## config.mk

```make
export PLATFORM = sky130hd
export DESIGN_NAME = sorted_priority_queue
export DESIGN_NICKNAME = d
export VERILOG_FILES = /design/src/design/spq_pkg.sv /design/src/design/spq_ram.sv /design/src/design/spq_seq.sv /design/src/design/sorted_priority_queue.sv
export VERILOG_INCLUDE_DIRS = /design/src /design/src/design
export SDC_FILE = /design/constraint.sdc
export NUM_CORES = 1
export LEC_CHECK = 0
export BUFFER_PORTS_ARGS = -buffer_cell sky130_fd_sc_hd__buf_2
export CAP_MARGIN = 30
export CORE_AREA = 3 3 352 354
export DETAILED_ROUTE_END_ITERATION = 8
export DIE_AREA = 0 0 355 357
export HOLD_SLACK_MARGIN = 0.02
export PLACE_DENSITY = 0.47
export REMOVE_ABC_BUFFERS = 1
export SETUP_SLACK_MARGIN = 0.2
export SYNTH_ARGS = -nofsm -noshare
export SYNTH_HDL_FRONTEND = slang
export SYNTH_HIERARCHICAL = 1
export SYNTH_SLANG_ARGS = --single-unit
```

## constraint.sdc

```tcl
create_clock -name i_clk -period 5.9 [get_ports i_clk]
set_clock_uncertainty 0.05 [all_clocks]
set_input_delay 0.59 -clock i_clk [delete_from_list [all_inputs] [get_ports i_clk]]
set_output_delay 0.59 -clock i_clk [all_outputs]
set_load 0.03 [all_outputs]
```

## src/design/sorted_priority_queue_assert.svh

```systemverilog
// assertion macros for the sorted priority queue
// clocked on i_clk, disabled while i_rst_n is low; no other dependencies
`ifndef SORTED_PRIORITY_QUEUE_ASSERT_SVH
`define SORTED_PRIORITY_QUEUE_ASSERT_SVH
`ifndef SYNTHESIS
`define SPQ_ASSERT(lbl, prop) \
    lbl: assert property (@(posedge i_clk) disable iff (!i_rst_n) prop) \
        else $error("sorted priority queue assertion failed")
`define SPQ_ASSERT_NEVER(lbl, cond) \
    lbl: assert property (@(posedge i_clk) disable iff (!i_rst_n) !(cond)) \
        else $error("sorted priority queue forbidden condition seen")
`else
`define SPQ_ASSERT(lbl, prop)
`define SPQ_ASSERT_NEVER(lbl, cond)
`endif
`endif

```

## src/design/spq_pkg.sv

```systemverilog
// shared types and constants of the sorted priority queue
// no dependencies
`timescale 1ns / 1ps

package spq_pkg;

    localparam int CAPACITY = 16;
    localparam int ELEM_W   = 32;
    localparam int PRIO_W   = 16;
    localparam int ADDR_W   = $clog2(CAPACITY);
    localparam int CNT_W    = $clog2(CAPACITY + 1);

    localparam logic [CNT_W-1:0] CAP_CNT = CNT_W'(CAPACITY);

    typedef enum logic [1:0] {
        F_INSERT = 2'd0,
        F_REMOVE = 2'd1,
        F_CHANGE = 2'd2,
        F_PEEK   = 2'd3
    } t_func;

    typedef enum logic [1:0] {
        ST_OK        = 2'd0,
        ST_FULL      = 2'd1,
        ST_NOT_FOUND = 2'd2,
        ST_EMPTY     = 2'd3
    } t_status;

    typedef struct packed {
        logic        [ELEM_W-1:0] value;
        logic signed [PRIO_W-1:0] prio;
    } t_entry;

    localparam int ENTRY_W = $bits(t_entry);

    typedef struct packed {
        logic              we;
        logic [ADDR_W-1:0] waddr;
        t_entry            wdata;
        logic              re;
        logic [ADDR_W-1:0] raddr;
    } t_ram_req;

    typedef struct packed {
        logic [ELEM_W-1:0] head;
        logic              empty;
        logic [CNT_W-1:0]  count;
        t_status           status;
    } t_result;

endpackage

```

## src/design/spq_ram.sv

```systemverilog
// generic simple dual-port ram, one write and one registered read port
// no dependencies
`timescale 1ns / 1ps

module spq_ram #(
    parameter int DEPTH = 16,
    parameter int WIDTH = 48
) (
    input  logic                     i_clk,
    input  logic                     i_we,
    input  logic [$clog2(DEPTH)-1:0] i_waddr,
    input  logic [WIDTH-1:0]         i_wdata,
    input  logic                     i_re,
    input  logic [$clog2(DEPTH)-1:0] i_raddr,
    output logic [WIDTH-1:0]         o_rdata
);

    logic [WIDTH-1:0] r_mem [DEPTH];
    logic [WIDTH-1:0] r_rdata;

    always_ff @(posedge i_clk) begin
        if (i_we) begin
            r_mem[i_waddr] <= i_wdata;
        end
        if (i_re) begin
            r_rdata <= r_mem[i_raddr];
        end
    end

    assign o_rdata = r_rdata;

endmodule

```

## src/design/spq_seq.sv

```systemverilog
// operation sequencer: walks the sorted entry memory one entry per cycle
// depends on spq_pkg and sorted_priority_queue_assert.svh
`timescale 1ns / 1ps
`include "sorted_priority_queue_assert.svh"

module spq_seq (
    input  logic                       i_clk,
    input  logic                       i_rst_n,
    input  logic                       i_valid,
    output logic                       o_ready,
    input  logic [1:0]                 i_func,
    input  logic [spq_pkg::ELEM_W-1:0] i_elem,
    input  logic [spq_pkg::PRIO_W-1:0] i_prio,
    output spq_pkg::t_ram_req          o_ram,
    input  spq_pkg::t_entry            i_rdata,
    output logic                       o_res_valid,
    input  logic                       i_res_ready,
    output spq_pkg::t_result           o_res
);

    typedef enum logic [7:0] {
        S_IDLE = 8'b0000_0001,
        S_INS0 = 8'b0000_0010,
        S_INS  = 8'b0000_0100,
        S_PUT  = 8'b0000_1000,
        S_SRCH = 8'b0001_0000,
        S_DEL  = 8'b0010_0000,
        S_HEAD = 8'b0100_0000,
        S_RES  = 8'b1000_0000
    } t_state;

    t_state                           r_state, n_state;
    logic [spq_pkg::CNT_W-1:0]        r_cnt, n_cnt;
    logic [spq_pkg::ADDR_W-1:0]       r_k, n_k;
    spq_pkg::t_status                 r_status, n_status;
    spq_pkg::t_func                   r_func, n_func;
    logic [spq_pkg::ELEM_W-1:0]       r_val, n_val;
    logic signed [spq_pkg::PRIO_W-1:0] r_pr, n_pr;

    logic [spq_pkg::CNT_W-1:0] k_inc;
    logic                      more;
    spq_pkg::t_entry           new_entry;

    assign k_inc     = spq_pkg::CNT_W'(r_k) + spq_pkg::CNT_W'(1);
    assign more      = (k_inc < r_cnt);
    assign new_entry = '{value: r_val, prio: r_pr};

    always_comb begin
        n_state  = r_state;
        n_cnt    = r_cnt;
        n_k      = r_k;
        n_status = r_status;
        n_func   = r_func;
        n_val    = r_val;
        n_pr     = r_pr;
        o_ram    = '0;

        case (r_state)
            S_IDLE: begin
                if (i_valid) begin
                    n_func   = spq_pkg::t_func'(i_func);
                    n_val    = i_elem;
                    n_pr     = i_prio;
                    n_status = spq_pkg::ST_OK;
                    n_state  = S_HEAD;
                    case (spq_pkg::t_func'(i_func))
                        spq_pkg::F_INSERT: begin
                            if (r_cnt == spq_pkg::CAP_CNT) begin
                                n_status = spq_pkg::ST_FULL;
                            end else begin
                                n_state = S_INS0;
                            end
                        end
                        spq_pkg::F_REMOVE: begin
                            if (r_cnt == '0) begin
                                n_status = spq_pkg::ST_EMPTY;
                            end else if (r_cnt == spq_pkg::CNT_W'(1)) begin
                                n_cnt = '0;
                            end else begin
                                o_ram.re    = 1'b1;
                                o_ram.raddr = spq_pkg::ADDR_W'(1);
                                n_k         = spq_pkg::ADDR_W'(1);
                                n_state     = S_DEL;
                            end
                        end
                        spq_pkg::F_CHANGE: begin
                            if (r_cnt == '0) begin
                                n_status = spq_pkg::ST_NOT_FOUND;
                            end else begin
                                o_ram.re    = 1'b1;
                                o_ram.raddr = '0;
                                n_k         = '0;
                                n_state     = S_SRCH;
                            end
                        end
                        default: begin
                            n_state = S_HEAD;
                        end
                    endcase
                end
            end
            S_INS0: begin
                if (r_cnt == '0) begin
                    n_state = S_PUT;
                end else begin
                    o_ram.re    = 1'b1;
                    o_ram.raddr = spq_pkg::ADDR_W'(r_cnt - 1'b1);
                    n_k         = spq_pkg::ADDR_W'(r_cnt - 1'b1);
                    n_state     = S_INS;
                end
            end
            S_INS: begin
                // scan from the tail, moving lower priorities up one place
                o_ram.we    = 1'b1;
                o_ram.waddr = spq_pkg::ADDR_W'(k_inc);
                if (i_rdata.prio >= r_pr) begin
                    o_ram.wdata = new_entry;
                    n_cnt       = r_cnt + 1'b1;
                    n_state     = S_HEAD;
                end else begin
                    o_ram.wdata = i_rdata;
                    if (r_k == '0) begin
                        n_state = S_PUT;
                    end else begin
                        o_ram.re    = 1'b1;
                        o_ram.raddr = r_k - 1'b1;
                        n_k         = r_k - 1'b1;
                    end
                end
            end
            S_PUT: begin
                o_ram.we    = 1'b1;
                o_ram.waddr = '0;
                o_ram.wdata = new_entry;
                n_cnt       = r_cnt + 1'b1;
                n_state     = S_HEAD;
            end
            S_SRCH: begin
                if (i_rdata.value == r_val) begin
                    if (more) begin
                        o_ram.re    = 1'b1;
                        o_ram.raddr = spq_pkg::ADDR_W'(k_inc);
                        n_k         = spq_pkg::ADDR_W'(k_inc);
                        n_state     = S_DEL;
                    end else begin
                        n_cnt   = r_cnt - 1'b1;
                        n_state = S_INS0;
                    end
                end else if (more) begin
                    o_ram.re    = 1'b1;
                    o_ram.raddr = spq_pkg::ADDR_W'(k_inc);
                    n_k         = spq_pkg::ADDR_W'(k_inc);
                end else begin
                    n_status = spq_pkg::ST_NOT_FOUND;
                    n_state  = S_HEAD;
                end
            end
            S_DEL: begin
                // close the gap: entry k moves down to k-1
                o_ram.we    = 1'b1;
                o_ram.waddr = r_k - 1'b1;
                o_ram.wdata = i_rdata;
                if (more) begin
                    o_ram.re    = 1'b1;
                    o_ram.raddr = spq_pkg::ADDR_W'(k_inc);
                    n_k         = spq_pkg::ADDR_W'(k_inc);
                end else begin
                    n_cnt   = r_cnt - 1'b1;
                    n_state = (r_func == spq_pkg::F_CHANGE) ? S_INS0 : S_HEAD;
                end
            end
            S_HEAD: begin
                o_ram.re    = 1'b1;
                o_ram.raddr = '0;
                n_state     = S_RES;
            end
            S_RES: begin
                if (i_res_ready) begin
                    n_state = S_IDLE;
                end
            end
            default: begin
                n_state = S_IDLE;
            end
        endcase
    end

    always_ff @(posedge i_clk) begin
        if (!i_rst_n) begin
            r_state  <= S_IDLE;
            r_cnt    <= '0;
            r_k      <= '0;
            r_status <= spq_pkg::ST_OK;
        end else begin
            r_state  <= n_state;
            r_cnt    <= n_cnt;
            r_k      <= n_k;
            r_status <= n_status;
        end
    end

    always_ff @(posedge i_clk) begin
        r_func <= n_func;
        r_val  <= n_val;
        r_pr   <= n_pr;
    end

    assign o_ready        = (r_state == S_IDLE);
    assign o_res_valid    = (r_state == S_RES);
    assign o_res.head     = (r_cnt == '0) ? '0 : i_rdata.value;
    assign o_res.empty    = (r_cnt == '0);
    assign o_res.count    = r_cnt;
    assign o_res.status   = r_status;

    `SPQ_ASSERT_NEVER(a_no_same_addr, o_ram.we && o_ram.re && (o_ram.waddr == o_ram.raddr));
    `SPQ_ASSERT(a_count_step, (r_cnt != $past(r_cnt)) |-> (({1'b0, r_cnt} == {1'b0, $past(r_cnt)} + 1'b1) || ({1'b0, r_cnt} + 1'b1 == {1'b0, $past(r_cnt)})));
    `SPQ_ASSERT(a_full_flag, (o_ready && i_valid && (i_func == spq_pkg::F_INSERT) && (r_cnt == spq_pkg::CAP_CNT)) |=> (r_status == spq_pkg::ST_FULL));

endmodule

```

## src/design/sorted_priority_queue.sv

```systemverilog
// top level of the sorted priority queue: entry memory, sequencer, result register
// depends on spq_pkg, spq_ram and spq_seq
`timescale 1ns / 1ps

// Sorted priority queue of up to 16 entries (element value and signed priority),
// kept in descending priority order in a single entry memory; equal priorities
// stay first in, first out. One transaction on the input channel carries one
// operation (insert, remove head, change priority, peek) and yields exactly one
// result transaction with the head element, the empty flag, the entry count and
// a status. The memory has one write port and one registered read port, so
// the sequencer moves one entry per cycle and the time an operation takes
// depends on the queue contents: remove depends on the fill count, insert on
// the entries behind the new position, and change on both. A new transaction
// is taken while the previous result still waits in the output register; the
// sequencer holds a finished result until that register is free. There is no
// clearing pass: only entries below the fill count are ever used, and the
// head reads as zero on an empty queue.
module sorted_priority_queue (
    input  logic                        i_clk,
    input  logic                        i_rst_n,
    // operation channel
    input  logic                        i_valid,
    output logic                        o_ready,
    input  logic [1:0]                  i_func,
    input  logic [spq_pkg::ELEM_W-1:0]  i_elem_value,
    input  logic [spq_pkg::PRIO_W-1:0]  i_prio_value,
    // result channel
    output logic                        o_valid,
    input  logic                        i_ready,
    output logic [spq_pkg::ELEM_W-1:0]  o_head_element,
    output logic                        o_queue_empty,
    output logic [spq_pkg::CNT_W-1:0]   o_entry_count,
    output logic [1:0]                  o_status
);

    spq_pkg::t_ram_req ram_req;
    spq_pkg::t_entry   rdata;
    spq_pkg::t_result  res;
    logic              res_valid;
    logic              res_ready;

    logic              r_out_valid;
    spq_pkg::t_result  r_out;

    // entry memory, value and priority side by side in one word
    spq_ram #(
        .DEPTH (spq_pkg::CAPACITY),
        .WIDTH (spq_pkg::ENTRY_W)
    ) u_ram (
        .i_clk   (i_clk),
        .i_we    (ram_req.we),
        .i_waddr (ram_req.waddr),
        .i_wdata (ram_req.wdata),
        .i_re    (ram_req.re),
        .i_raddr (ram_req.raddr),
        .o_rdata (rdata)
    );

    spq_seq u_seq (
        .i_clk       (i_clk),
        .i_rst_n     (i_rst_n),
        .i_valid     (i_valid),
        .o_ready     (o_ready),
        .i_func      (i_func),
        .i_elem      (i_elem_value),
        .i_prio      (i_prio_value),
        .o_ram       (ram_req),
        .i_rdata     (rdata),
        .o_res_valid (res_valid),
        .i_res_ready (res_ready),
        .o_res       (res)
    );

    // output register frees the sequencer from the result side
    assign res_ready = !r_out_valid || i_ready;

    always_ff @(posedge i_clk) begin
        if (!i_rst_n) begin
            r_out_valid <= 1'b0;
        end else if (res_ready) begin
            r_out_valid <= res_valid;
        end
    end

    always_ff @(posedge i_clk) begin
        if (res_ready && res_valid) begin
            r_out <= res;
        end
    end

    assign o_valid        = r_out_valid;
    assign o_head_element = r_out.head;
    assign o_queue_empty  = r_out.empty;
    assign o_entry_count  = r_out.count;
    assign o_status       = r_out.status;

endmodule
```

==> results.toml <==
[run_status]
status = "completed"

[route]
num_vias = 18400
dr.pass1.iters = 5
wl_um = 94700
drc_errors = 0
wl_per_cell_um = 25.8
drtIter0Drc = 1838
via_per_inst = 5.00
postRouteAntennaNets = 0

[pwr]
total_power_w = 0.0142
clock_power_share = 0.418
pwr-share-comb = 0.054
p_int_w = 0.0111
switchingPower_w = 0.00315
p_per_area_nw_per_um2 = 334
sw_frac_of_total = 0.222
power.leakage_nw = 12.6
vdd_drop_max_mv = 0.217
seq_power_share = 0.528

[logic_synthesis]
syn_inst = 1785
async_reset_ff_frac = 0
yosysUniqueCellTypes = 64
synth_ff_type = "edfxtp_1"
yosysWarnings = 6
synth_edf_count = 906
ys_seq_area_frac = 0.762
synth_area_leaders = "edfxtp_1 75%, mux4_2 12%, a22oi_1 2.0%"
netlist_area_um2 = 36200
yosys.area.top_type = "edfxtp_1"
postSynthAreaPerCell_um2 = 20.3
ys_ff_latch = 926
yosysTopAreaCellShare = 0.751

[clocking]
htree_levels = 3
clkTransAtPathRegs_ns = 0.06
clk_latency_ns = 0.67
cts_tree = "built"
cts.path.max_buffers = 3
cts_root_buf = "clkbuf_16"
cts_inserted_buffers = 100
cts_sinks = 926
cts_setup_buffers = 0

[timing]
timing.final.ws_setup_ns = 1.24
holdWs_ns = 0.0638
hold_viol_final = 0
drv_slew = 0
fmax_ghz = 0.214
period_needed_ns = 4.66
setup_violations = 0
finalSetupTns_ns = 0
period_share = 0.790
max-slew-margin-rel = 0.416
rsz0062_at_grt = "false"
worst_pin_slew_ns = 0.875

[worst_setup_path]
crit_required_ns = 6.25
r2r-start = "u_seq/r_pr[7]$_DFFE_PP_"
reg2reg_to = "u_ram/o_rdata[43]$_DFFE_PP_"
startpoint_type = "flip-flop"
ff2ff_path_depth = 13
crit_start = "u_seq/r_pr[7]$_DFFE_PP_"
critPathCapture = "u_ram/o_rdata[43]$_DFFE_PP_"
end_kind = "flip-flop"
worstSetupPathType = "flip-flop to flip-flop"
worstPathArrival_ns = 5.01
crit_fanout = 16
r2r_slack_ns = 1.24

[cells_and_area]
layout-drive-gt1-share = 0.249
diodes = 0
nNetsFinal = 2053
finish.instance_area_um2 = 42500
nFillCells = 11400
areaGrowthSynthToFinish_pct = 17.2

[min_path]
hold_path.class = "primary input to flip-flop"

[global_route]
grt-ovfl-total = 0
antenna_found_initial = 6
track_usage = 0.148
first_global_vias = 18900
grt_pass1_wl_um = 136000
grt_max_degree = 73

[placement]
io_buffers = 95
gp_congestion = 0.781
place_hpwl_um = 50600
place_area_um2 = 39200
pre_cts_ws_ns = 1.26

[die]
num_io_pins = 96
initial_utilization = 0.299
dieWidth_um = 355
core_area_um2 = 121000
die_h_um = 357
fp-row-count = 128
die_area_um2 = 127000

[run]
drv_cap = 0
power groups by stage:
stage               registers [W]  clock network (W)  logic (W)
floorplan                 0.00759                  0   0.000489
CTS                       0.00750            0.00611   0.000778
global route              0.00752            0.00637   0.000839
detailed placement        0.00764                  0   0.000764
global placement          0.00764                  0   0.000751
finish                    0.00751            0.00594   0.000762
cell usage after synthesis (all sizes together) (8+ instances only):
master,n
ha,31
o21ai,14
nor2,40
a211oi,10
nand4,14
dfxtp,20
and2,35
a21oi,24
nand2,79
and3,9
nand3,16
xnor2,37
o22ai,8
inv,32
a22o,48
mux4,192
nor2b,8
buf,43
edfxtp,906
nor3,13
clkbuf,43
a22oi,96
cell type report:
| class | instances | area [µm²] | share of cell area |
|---|---|---|---|
| clock buffers | 123 | 2630 | 0.0619 |
| flip-flops and latches | 926 | 27600 | 0.650 |
| inverters | 32 | 120 | 0.00283 |
| well taps | 1625 | 2030 | 0.0479 |
| repair buffers | 167 | 1360 | 0.0320 |
| multi-input cells | 741 | 8280 | 0.195 |
| clock inverters | 59 | 462 | 0.0109 |
routing by layer:
layer,vias to the layer above,GRT usage,share of wire
met5,-,0,0
met1,9808,0.210,0.45
met4,0,0.0448,0.024
met2,627,0.232,0.46
li1,7811,-,-
met3,109,0.0282,0.065
worst min-delay path by stage:
stage                              startpoint                   endpoint  slack, ns  depth (start not counted)
3_3_place_gp   u_seq/r_status[0]$_SDFFE_PN0P_      o_status[0]$_DFFE_PP_       0.37                          0
6_report                     i_elem_value[14]  u_seq/r_val[14]$_DFFE_PP_       0.06                          1
4_1_cts                      i_elem_value[18]  u_seq/r_val[18]$_DFFE_PP_       0.02                          1
5_1_grt                       i_elem_value[4]   u_seq/r_val[4]$_DFFE_PP_       0.03                          1
3_5_place_dp   u_seq/r_status[0]$_SDFFE_PN0P_      o_status[0]$_DFFE_PP_       0.38                          0
2_1_floorplan  u_seq/r_status[0]$_SDFFE_PN0P_      o_status[0]$_DFFE_PP_       0.36                          0
placed cells by master (no fill, tap or decap), types with 4 or more instances in the layout:
| master | instances |
|---|---|
| a22o_1 | 48 |
| nand3_1 | 15 |
| and3_1 | 8 |
| mux2i_1 | 4 |
| edfxtp_1 | 906 |
| nand4_1 | 13 |
| and2_1 | 33 |
| buf_2 | 96 |
| dlygate4sd3_1 | 21 |
| bufinv_16 | 6 |
| clkbuf_1 | 21 |
| xnor2_1 | 37 |
| nor2_4 | 13 |
| buf_12 | 22 |
| inv_1 | 32 |
| nand2_1 | 77 |
| clkinv_2 | 18 |
| ha_1 | 31 |
| a22oi_1 | 96 |
| a211oi_1 | 9 |
| buf_4 | 27 |
| nor4_1 | 4 |
| nor3_2 | 4 |
| nor2b_1 | 6 |
| nor3_1 | 9 |
| a21oi_1 | 24 |
| o21ai_0 | 13 |
| clkbuf_16 | 102 |
| nand2b_1 | 4 |
| mux4_2 | 192 |
| clkinv_1 | 26 |
| dfxtp_1 | 20 |
| nor2_1 | 27 |
| o22ai_1 | 8 |
kinds of logic (layout without fill, tap and decap cells):
kind of cell / count (synthesis) / in the layout / synth area share
AOI/OAI and AO/OA: 234 / 234 / 0.0482
and+or+nand+nor: 240 / 240 / 0.0340
muxes: 196 / 196 / 0.120
DFF: 926 / 926 / 0.762
xor gates and xnor gates: 40 / 40 / 0.00967
adders and majority gates: 31 / 31 / 0.0107
buffers and inverters: 118 / 381 / 0.0152
sequential cells by signal, summed over array words and instances, names as in the netlist, 4 cells and up:
signal / flops
u_seq/r_cnt: 5
u_seq/r_pr: 16
u_seq/r_state: 8
u_ram/o_rdata: 48
u_seq/r_val: 32
u_ram/r_mem: 768
o_head_element: 32
u_seq/r_k: 4
o_entry_count: 5
what timing repair did:
item                      CTS  global route
hold buffers               21             0
hold endpoints to repair   21             0
resized for setup           0             0
stage by stage:
step                instances   util
floorplan                1699      -
global placement         3468  0.323
detailed placement       3470  0.323
CTS                      3673  0.350
global route             3673  0.350
finish                   3673  0.350
critical path, cell delays in order, from the launching register on:
cell and delay [ns]:
edfxtp_1 0.43, inv_1 0.08, ha_1 0.25, a21oi_1 0.16
o21ai_0 0.25, a221oi_1 0.42, nand4_1 0.48, and3_1 0.38
o21ai_0 0.32, o221ai_4 0.38, buf_4 0.38, mux4_2 0.46
a22oi_1 0.26, nand2_1 0.08
(Power assumes the default switching activity.)
